`config.mk`:
```
export PLATFORM = sky130hd
export DESIGN_NAME = cgi_ctrl
export DESIGN_NICKNAME = d
export VERILOG_FILES = /design/src/hdl/cgi_pkg.sv /design/src/hdl/cgi_ctrl.sv
export SDC_FILE = /design/constraint.sdc
export NUM_CORES = 1
export LEC_CHECK = 0
export BUFFER_PORTS_ARGS = -buffer_cell sky130_fd_sc_hd__buf_2
export CORE_MARGIN = 4
export CORE_UTILIZATION = 40
export CTS_CLUSTER_DIAMETER = 120
export CTS_CLUSTER_SIZE = 28
export DETAILED_ROUTE_END_ITERATION = 12
export GPL_ROUTABILITY_DRIVEN = 0
export PLACE_DENSITY = 0.68
export SLEW_MARGIN = 30
export SYNTH_ARGS = -nofsm -noshare
export SYNTH_HDL_FRONTEND = slang
export SYNTH_SLANG_ARGS = --single-unit
```
`constraint.sdc`:
```
create_clock -name clk_i -period 3.36 [get_ports clk_i]
set_input_delay 0.336 -clock clk_i [delete_from_list [all_inputs] [get_ports clk_i]]
set_output_delay 0.336 -clock clk_i [all_outputs]
set_load 0.02 [all_outputs]
```
`src/hdl/cgi_pkg.sv`:
```
// package: payload types, command and status structs for the contour grid interpolator
`timescale 1ns / 1ps
`default_nettype none
package cgi_pkg;

  localparam int unsigned CoordBits = 32;
  localparam int unsigned CountBits = 9;
  localparam int unsigned MaxPoints = 256;

  localparam logic ReqWrite = 1'b0;
  localparam logic ReqQuery = 1'b1;

  typedef struct packed {
    logic                        req_type;
    logic [7:0]                  point_index;
    logic signed [CoordBits-1:0] coord_x;
    logic signed [CoordBits-1:0] coord_y;
    logic signed [CoordBits-1:0] coord_z;
    logic [7:0]                  grid_row;
    logic [7:0]                  grid_column;
  } req_word_t;

  typedef struct packed {
    logic signed [CoordBits-1:0] out_x;
    logic signed [CoordBits-1:0] out_y;
    logic signed [CoordBits-1:0] out_z;
    logic                        status;
  } rsp_word_t;

  // controller to datapath
  typedef struct packed {
    logic       capture;   // latch request, compute geometry
    logic       do_write;  // write store
    logic [1:0] rd_sel;    // 0: P0, 1: Pn, 2: side
    logic       rd_en;
    logic       acc_clr;
    logic       acc_add;   // add weighted term of last read
    logic       div_start;
    logic [1:0] axis;      // coordinate being divided
    logic       load_edge; // output = read point
    logic       res_store; // store divider result for axis
    logic       out_clear;
    logic       out_load;  // move finished result to output register
  } dp_cmd_t;

  // datapath to controller
  typedef struct packed {
    logic is_write;
    logic bad;        // status 1
    logic edge_row;   // row 0 or n
    logic div_busy;
  } dp_sts_t;

endpackage
`default_nettype wire

```
`src/hdl/cgi_ctrl.sv`:
```
// controller state machine: sequences reads, accumulations and divisions
`timescale 1ns / 1ps
`default_nettype none
module cgi_ctrl
  import cgi_pkg::*;
(
  input  wire  logic    clk_i,
  input  wire  logic    rst_ni,
  input  wire  logic    in_valid_i,
  output logic          in_stall_o,
  output logic          out_valid_o,
  input  wire  logic    out_stall_i,
  input  wire  dp_sts_t sts_i,
  output dp_cmd_t       cmd_o
);

  localparam logic [3:0] StIdle  = 4'd0;
  localparam logic [3:0] StDec   = 4'd1;
  localparam logic [3:0] StRd    = 4'd2;
  localparam logic [3:0] StAcc   = 4'd3;
  localparam logic [3:0] StDivGo = 4'd4;
  localparam logic [3:0] StDivW  = 4'd5;
  localparam logic [3:0] StDone  = 4'd6;
  localparam logic [3:0] StEdge  = 4'd7;

  logic [3:0] state_q, state_d;
  logic [1:0] axis_q, axis_d;
  logic [1:0] pt_q, pt_d;
  logic       ov_q, ov_d;

  always_comb begin
    state_d = state_q;
    axis_d  = axis_q;
    pt_d    = pt_q;
    ov_d    = ov_q;
    cmd_o   = '0;
    cmd_o.axis   = axis_q;
    cmd_o.rd_sel = pt_q;
    if (ov_q && !out_stall_i) ov_d = 1'b0;
    in_stall_o = (state_q != StIdle);
    case (state_q)
      StIdle: begin
        if (in_valid_i && !in_stall_o) begin
          cmd_o.capture = 1'b1;
          state_d = StDec;
        end
      end
      StDec: begin
        axis_d = 2'd0;
        pt_d   = 2'd0;
        if (sts_i.is_write) begin
          cmd_o.do_write  = 1'b1;
          cmd_o.out_clear = 1'b1;
          state_d = StDone;
        end else if (sts_i.bad) begin
          cmd_o.out_clear = 1'b1;
          state_d = StDone;
        end else begin
          cmd_o.rd_en = 1'b1;
          // edge rows read their own slot through the side pointer
          cmd_o.rd_sel = sts_i.edge_row ? 2'd2 : 2'd0;
          cmd_o.acc_clr = 1'b1;
          state_d = sts_i.edge_row ? StEdge : StAcc;
        end
      end
      StEdge: begin
        cmd_o.load_edge = 1'b1;
        state_d = StDone;
      end
      StRd: begin
        cmd_o.rd_en = 1'b1;
        state_d = StAcc;
      end
      StAcc: begin
        cmd_o.acc_add = 1'b1;
        if (pt_q == 2'd2) begin
          state_d = StDivGo;
        end else begin
          pt_d = pt_q + 2'd1;
          state_d = StRd;
        end
      end
      StDivGo: begin
        cmd_o.div_start = 1'b1;
        state_d = StDivW;
      end
      StDivW: begin
        if (!sts_i.div_busy) begin
          cmd_o.res_store = 1'b1;
          if (axis_q == 2'd2) begin
            state_d = StDone;
          end else begin
            axis_d = axis_q + 2'd1;
            pt_d = 2'd0;
            cmd_o.acc_clr = 1'b1;
            state_d = StRd;
          end
        end
      end
      StDone: begin
        if (!ov_q || !out_stall_i) begin
          cmd_o.out_load = 1'b1;
          ov_d = 1'b1;
          state_d = StIdle;
        end
      end
      default: state_d = StIdle;
    endcase
  end

  // rd in StRd uses pt_q which points to next point
  assign out_valid_o = ov_q;

  always_ff @(posedge clk_i or negedge rst_ni) begin
    if (!rst_ni) begin
      state_q <= StIdle;
      axis_q  <= 2'd0;
      pt_q    <= 2'd0;
      ov_q    <= 1'b0;
    end else begin
      state_q <= state_d;
      axis_q  <= axis_d;
      pt_q    <= pt_d;
      ov_q    <= ov_d;
    end
  end

endmodule
`default_nettype wire

```
==> out/metrics.yaml, run 1 <==
yosysTopAreaCell: "dfrtp_1"
viasPerCell: 5.53
grt_pass1_wl_um: 2360
synth.avg_cell_area_um2: 7.95
crit_fanout: 21
drive_gt1_share_pct: 28.6
syn_to_final_growth_pct: 23.6
syn_nets: 86
yosys_most_used_dff: "dfrtp_1"
synth_edf_count: 0
cts_tree: "built"
htree_levels: 1
drc: 0
cts_made_buffers: 3
port_buffers: 23
maxCapViolations: 0
setup_violations: 0
yosysSeqAreaShare_pct: 33.1
drtIter0Drc: 16
holdWs_ps: 342
insertion_delay_ps: 270
yosysMostFrequentCell: "nor2_1"
netlist_top_cells_count: "10 x nor2_1, 8 x dfrtp_1, 6 x a21oi_1"
die_w_um: 46.9
path_class: "flip-flop to primary output"
track_usage_pct: 15.5
ys_async_sr_fraction_pct: 100
n_antenna_cell: 0
cts.reportedPaths.clkPinSlew_ps: 70
outcome: "completed"
clockBufferDepth: 2
hold_viol: 0
grt_antenna_before_repair: 0
synth_seq_cells: 8
worst_setup_path_end_kind: "primary output"
overflow: 0
worstHoldPathType: "input port to flip-flop"
synth_cell_types: 30
fin_area_um2: 747
crit_family: "simple AND/OR/NAND/NOR gates"
core_mm2: 0.00137
clock_sinks: 8
postCtsResizedCells: 0
maxSlewViolCount: 0
p_leak_nw: 0.381
cp-start-kind: "flip-flop"
grt_max_degree: 22
synthesis.area_um2: 604
rsz0062_at_grt: "no"
crit_buf_inv: 1
fmax_ghz: 0.449
via_count: 625
slew_headroom_pct: 62.5
synthCells: 76
clock_skew_ps: 19.4
ios: 24
layout_worst_path_cycle_share_pct: 66.2
grt_pass1_vias: 557
die-height_um: 46.9
std_cell_rows: 13
slowest_stage: "dfrtp_1"
synth_top_area_share_pct: 33.1
fin_setup_tns_ps: 0
p_total_uw: 704
first_pass_iters: 4
arrival_ps: 1890
critPathMaxStageDelay_ps: 590
layout.nets: 110
wl_per_cell_um: 12.7
drt-total-wl_um: 1440
tightest_slew_ps: 562
critPathRequiredTime_ps: 3020
period_needed_ps: 2230
hpwl_um: 1070
vdd_ir_drop_max_mv: 0.480
die_area_mm2: 0.00220
cts-root-buf: "clkbuf_4"
synthTopCellsByArea: "dfrtp_1 33%, nor2_1 6.2%, a21oi_1 5.0%"
placed_area_um2: 714
worstPathCellList: "nor3b_1 -> nand2_1 -> mux2_2 -> buf_2"
yosysWarnings: 0
p_per_area_mw_per_mm2: 943
initial_utilization_pct: 44.2
antenna_left: 0
[registers in the layout, summed over array words and instances (netlist names)]
| signal | flops |
|---|---|
| axis_q | 2 |
| state_q | 3 |
| pt_q | 2 |
| out_valid_o | 1 |
[worst paths after layout]
check                      cells past startpoint          end         from  slack [ps]
hold / removal                                 3  out_valid_o  out_stall_i         340
max in group asynchronous                      2  out_valid_o       rst_ni        2740
min in group asynchronous                      2    axis_q[0]       rst_ni         430
setup reg to reg                               3   state_q[2]   state_q[2]        1720
setup / recovery                               4    cmd_o[11]   state_q[2]        1130
hold reg to reg                                1      pt_q[0]      pt_q[0]         480
[power by group]
group          internal (mW)  switching, mW
Combinational          0.172          0.228
Clock                 0.0410         0.0366
Sequential             0.137         0.0893
[worst register-to-register path, stage by stage (launching register included)]
cell and delay (ps):
dfrtp_1 700, nor3b_1 200, o31a_1 150, or4_1 470
[metal layers]
metal  vias to the layer above  GRT usage, %  part of all wire (%)
met3                         2          7.28                   7.3
li1                        320             -                     -
met4                         0          4.97                  0.76
met1                       283          19.9                    44
met5                         -             0                     0
met2                        20          23.0                    47
[cell type report]
type | count | area, um^2
Fill cell | 150 | 619
Multi-Input combinational cell | 58 | 362
Sequential cell | 8 | 200
Timing Repair Buffer | 24 | 125
Clock buffer | 3 | 22.5
Inverter | 5 | 18.8
Tap cell | 15 | 18.8
[layout by cell type (no fill, tap or decap), drive strengths merged, types with 2 or more instances in the layout]
master,count
clkbuf,3
inv,5
nand2,5
nand2b,2
or3,2
o21ai,5
nor2,10
nor3,2
nor2b,2
ha,2
and2,3
o31a,2
a221oi,2
a21oi,6
o41ai,3
dfrtp,8
buf,23
[logic make-up (layout without fill, tap and decap cells)]
logic type / after synthesis / after routing / synth area share (%)
adders and majority gates: 2 / 2 / 4.14
DFF: 8 / 8 / 33.1
and+or+nand+nor: 30 / 30 / 24.8
buffers and inverters: 10 / 32 / 7.04
AOI/OAI and AO/OA: 25 / 25 / 29.0
muxes: 1 / 1 / 1.86
[stage by stage]
step,setup WS [ps],util (%),std cells
finish,1130,54.7,113
global route,963,54.7,113
CTS,1120,54.7,113
detailed placement,1420,52.3,109
global placement,1500,52.3,109
floorplan,1660,-,76
[what timing repair did]
item / CTS / global route
buffers inserted: 0 / 0
endpoints found under the hold margin: 8 / 0
hold buffers: 1 / 0
Power figures use the tool's default switching activity.
==> inputs of run 2 (changes only) <==
==> constraint.sdc (replaced) <==
create_clock -name clk_i -period 2.2 [get_ports clk_i]
set_input_delay 0.22 -clock clk_i [delete_from_list [all_inputs] [get_ports clk_i]]
set_output_delay 0.22 -clock clk_i [all_outputs]
set_load 0.02 [all_outputs]
==> run 2 against run 1 <==
Compared with the run above:
- total power is 56% higher
- largest cell class unchanged
- via count up 1.8%
- first-iteration DRC count fell by 75%
==> out/metrics.yaml, run 2 (same netlist as run 1, synthesis figures left out) <==
outcome: "completed"
cts_tree: "built"
drive_gt1_share_pct: 30.3
cts_made_buffers: 3
mostFrequentLayoutCells: "23 x buf_2, 10 x nor2_1, 8 x dfrtp_1"
first_pass_iters: 4
maxCapViolations: 0
insertion_delay_ps: 250
arrival_ps: 1650
clock_sinks: 8
place_inst: 110
cts.reportedPaths.clkPinSlew_ps: 50
period_needed_ps: 1870
vdd_ir_drop_max_mv: 0.715
layout_worst_path_cycle_share_pct: 85.1
drtIter0Drc: 4
hold_viol: 0
place_ws_ps: 470
worst_setup_path_end_kind: "primary output"
ios: 24
setup_violations: 0
clockBufferDepth: 2
hpwl_um: 1130
overflow: 0
path_class: "flip-flop to primary output"
fin_setup_tns_ps: 0
fin_cells: 114
wl_per_cell_um: 13.1
worstHoldPathType: "input port to flip-flop"
p_leak_nw: 0.388
tightest_slew_ps: 433
core_mm2: 0.00137
initial_utilization_pct: 44.2
grt_pass1_wl_um: 2790
fin_area_um2: 759
reg_top3: "state_q x3, axis_q x2, pt_q x2"
port_buffers: 23
syn_to_final_growth_pct: 25.7
slew_headroom_pct: 71.1
rsz0062_at_grt: "no"
via_count: 636
drt-total-wl_um: 1500
top_register: "state_q"
placed_area_um2: 722
die_w_um: 46.9
maxSlewViolCount: 0
grt_pass1_vias: 632
n_antenna_cell: 0
p_per_area_mw_per_mm2: 1440
track_usage_pct: 17.5
crit_fanout: 15
final_common_cell: "buf_2"
p_total_mw: 1.10
viasPerCell: 5.58
htree_levels: 1
worst_slack_ps: 327
cp-start-kind: "flip-flop"
critPathRequiredTime_ps: 1980
cts-root-buf: "clkbuf_4"
grt_max_degree: 21
largest_register_ffs: 3
drc: 0
die_area_mm2: 0.00220
fmax_ghz: 0.534
clock_skew_ps: 9.47
layout.nets: 111
die-height_um: 46.9
antenna_left: 0
grt_antenna_before_repair: 0
std_cell_rows: 13
==> run 2: cell types whose count changed in the layout (fill, tap and decap cells not counted) <==
cell,delta
nor3b_1,-1
nor3b_2,+1
buf_4,+1
==> run 2: through the flow <==
step           hold WS (ps)  util, %
2_1_floorplan         -75.6        -
3_3_place_gp           77.1     52.8
3_5_place_dp           82.3     52.8
4_1_cts                 224     55.2
5_1_grt                 271     55.6
6_report                232     55.6
==> run 2: final cells by class <==
cell class | count | area, um^2
clock buffers | 3 | 22.5
fillers | 138 | 607
inverters | 5 | 18.8
multi-input cells | 58 | 367
flip-flops and latches | 8 | 200
well taps | 15 | 18.8
repair buffers | 25 | 133
==> run 2: power by group <==
part / internal, mW / switching, mW
clock: 0.0623 / 0.0479
combinational: 0.278 / 0.398
sequential: 0.210 / 0.0997
total: 0.551 / 0.546
==> run 2: worst max-delay path: stages (launching register included) <==
cell	delay (ps)
dfrtp_1	560
nor3b_2	330
nand2_1	90
mux2_2	270
buf_2	160
==> run 2: timing repair <==
| item | in CTS | in global routing |
|---|---|---|
| setup endpoints to repair | 0 | 1 |
| setup buffers | 0 | 0 |
| endpoints found under the hold margin | 8 | 0 |
| resized for setup | 0 | 1 |
| hold buffers | 1 | 0 |
==> run 2: path summary, 6_finish.rpt <==
kind	from	to	slack, ps	depth (start not counted)
setup reg to reg	state_q[1]	state_q[2]	650	3
max in group asynchronous	rst_ni	out_valid_o	1670	2
hold reg to reg	pt_q[0]	pt_q[0]	480	1
hold / removal	out_stall_i	out_valid_o	230	3
min in group asynchronous	rst_ni	axis_q[0]	340	2
setup / recovery	state_q[0]	cmd_o[11]	330	4
==> run 2: layer usage <==
| layer | wire length (um) | share of wire (%) | vias to the layer above | track usage, % |
|---|---|---|---|---|
| met5 | 0 | 0 | - | 0 |
| met3 | 118 | 7.9 | 0 | 4.60 |
| met2 | 751 | 50 | 19 | 29.8 |
| met1 | 630 | 42 | 295 | 22.3 |
| li1 | - | - | 322 | - |
| met4 | 0 | 0 | 0 | 3.31 |
==> inputs of run 3 (changes only) <==
--- a/config.mk
+++ b/config.mk
@@ -5,6 +5,7 @@
 export SDC_FILE = /design/constraint.sdc
 export NUM_CORES = 1
 export LEC_CHECK = 0
+export ABC_AREA = 1
 export BUFFER_PORTS_ARGS = -buffer_cell sky130_fd_sc_hd__buf_2
 export CORE_MARGIN = 4
 export CORE_UTILIZATION = 40
==> constraint.sdc (replaced) <==
create_clock -name clk_i -period 1.9 [get_ports clk_i]
set_input_delay 0.19 -clock clk_i [delete_from_list [all_inputs] [get_ports clk_i]]
set_output_delay 0.19 -clock clk_i [all_outputs]
set_load 0.02 [all_outputs]
==> run 3 against run 2 <==
Compared with the run above:
- critical path depth increased by 2
- sequential power barely moved
- first-iteration DRC count rose by 75%
- core utilization is 0.39 points higher
- setup slack got worse by 120 ps
- register-to-register slack worse by 90 ps
- critical path type unchanged
==> out/metrics.yaml, run 3 <==
outcome: "completed"
use_met2_pct: 20.6
cts-root-buf: "clkbuf_4"
core_mm2: 0.00135
synthTopCellsByArea: "dfrtp_1 34%, nand2_1 24%, nor2_1 11%"
gr-usage-met3_pct: 3.52
clock_sinks: 8
post-cts-setup-buffer-count: 0
hold_viol: 0
cts.reportedPaths.clkPinSlew_ps: 50
netlist_top_cells_count: "38 x nand2_1, 17 x nor2_1, 14 x inv_1, 8 x dfrtp_1, 4 x nand3_1"
grtUsageMet1_pct: 19.6
vdd_ir_drop_max_mv: 0.858
via_count: 617
grt_pass1_wl_um: 2180
cp_num_cells: 6
clockBufferDepth: 2
viasPerCell: 4.50
grt_max_degree: 10
period_needed_ps: 1700
wl_per_cell_um: 9.88
setup_violations: 0
clock_skew_ps: 6.52
critPathMaxStageDelay_ps: 540
syn_to_final_growth_pct: 26.9
synth_cell_types: 17
ys_async_sr_fraction_pct: 100
cts_made_buffers: 3
rsz0062_at_grt: "no"
p_per_area_mw_per_mm2: 1530
maxSlewViolCount: 0
fin_setup_tns_ps: 0
yosysWarnings: 0
htree_levels: 1
yosysTopAreaCell: "dfrtp_1"
yosysMostFrequentCell: "nand2_1"
synth.avg_cell_area_um2: 6.20
final_common_cell: "nand2_1"
synth_edf_count: 0
n_antenna_cell: 0
p_total_mw: 1.16
hold_path_depth: 3
die_area_mm2: 0.00217
crit_family: "flip-flops"
worstHoldPathType: "input port to flip-flop"
die_w_um: 46.6
critPathRequiredTime_ps: 1710
worst_setup_path_end_kind: "primary output"
layout_worst_path_cycle_share_pct: 89.3
initial_utilization_pct: 44.1
drive_gt1_share_pct: 27.0
mostFrequentLayoutCells: "37 x nand2_1, 23 x buf_2, 16 x nor2_1"
p_leak_nw: 0.497
cts_tree: "built"
crit_buf_inv: 2
cp-start-kind: "flip-flop"
layout.nets: 134
tightest_slew_ps: 341
r2r_cells: 7
arrival_ps: 1510
grt_pass1_vias: 541
fmax_ghz: 0.589
busiest_layer: "met2"
drt-total-wl_um: 1350
hpwl_um: 1120
place_inst: 133
antenna_left: 0
slowest_stage: "dfrtp_1"
fin_cells: 137
crit_path_frequent_cell: "nand2_1"
insertion_delay_ps: 250
largest_register_ffs: 3
first_pass_iters: 4
top_register: "state_q"
synthCells: 96
synth_top_area_share_pct: 33.6
drtIter0Drc: 7
ios: 24
track_usage_pct: 14.5
path_class: "flip-flop to primary output"
drc: 0
overflow: 0
syn_nets: 106
port_buffers: 23
yosys_most_used_dff: "dfrtp_1"
reg_top3: "state_q x3, axis_q x2, pt_q x2"
crit_fanout: 9
yosysSeqAreaShare_pct: 33.6
synthesis.area_um2: 596
die-height_um: 46.6
worstPathCellList: "inv_2 -> nor2_2 -> o21ai_2 -> nand2_1 -> nand2_1 -> buf_2"
std_cell_rows: 13
synth_seq_cells: 8
grt_antenna_before_repair: 0
maxCapViolations: 0
slew_headroom_pct: 77.2
==> run 3: changes by cell type in the layout (fill, tap and decap cells not counted), moves of 3 or more <==
cell     change
nand3_1      +4
o41ai_1      -3
nand2_1     +32
a21oi_1      -5
nor2_1       +6
inv_1        +9
o21ai_0      -5
==> run 3: final cells by class <==
class	count	area [um^2]
fill	142	594
multi-input combinational	72	333
sequential	8	200
timing repair buffer	24	125
inverter	15	56.3
clock buffer	3	22.5
tap	15	18.8
==> run 3: power breakdown <==
part / internal [mW] / total, mW / switching, mW
Combinational: 0.238 / 0.717 / 0.480
Sequential: 0.235 / 0.310 / 0.0750
Clock: 0.0722 / 0.128 / 0.0561
==> run 3: final timing paths <==
| path | from | to | slack, ps |
|---|---|---|---|
| setup / recovery | state_q[2] | cmd_o[8] | 200 |
| hold / removal | out_stall_i | out_valid_o | 160 |
| setup reg to reg | state_q[2] | state_q[1] | 560 |
| hold reg to reg | out_valid_o | out_valid_o | 490 |
| max in group asynchronous | rst_ni | state_q[2] | 1420 |
| min in group asynchronous | rst_ni | axis_q[1] | 310 |
==> run 3: metal layers <==
layer / vias up / share of wire [%] / routed length (um)
met5: - / 0 / 0
met4: 0 / 1.8 / 25
met3: 4 / 8.3 / 113
met2: 24 / 37 / 502
met1: 245 / 53 / 713
li1: 344 / - / -
==> run 3: logic make-up after synthesis <==
group / count (synthesis) / synth area share [%]
buf+inv: 16 / 11.3
compound gates: 5 / 5.46
simple gates: 65 / 45.4
flops: 8 / 33.6
fa+ha+maj: 2 / 4.20
==> run 3: what timing repair did <==
item | in CTS | in global routing
hold endpoints to repair | 8 | 0
resized for setup | 0 | 2
hold buffers | 1 | 0
setup endpoints to repair | 0 | 2
==> run 3: stage by stage <==
stage / utilization (%) / cell area (um^2) / worst slack [ps] / hold WS [ps]
detailed placement: 53.2 / 718 / 401 / 42.8
global route: 56.0 / 756 / 27.7 / 165
floorplan: - / 596 / 522 / -106
global placement: 53.2 / 718 / 401 / 41.1
finish: 56.0 / 756 / 203 / 162
CTS: 55.6 / 751 / 116 / 162
==> run 3: tightest hold or removal path, stage by stage <==
cell     delay, ps
buf_2           70
nand2_1         50
nand2_1         60
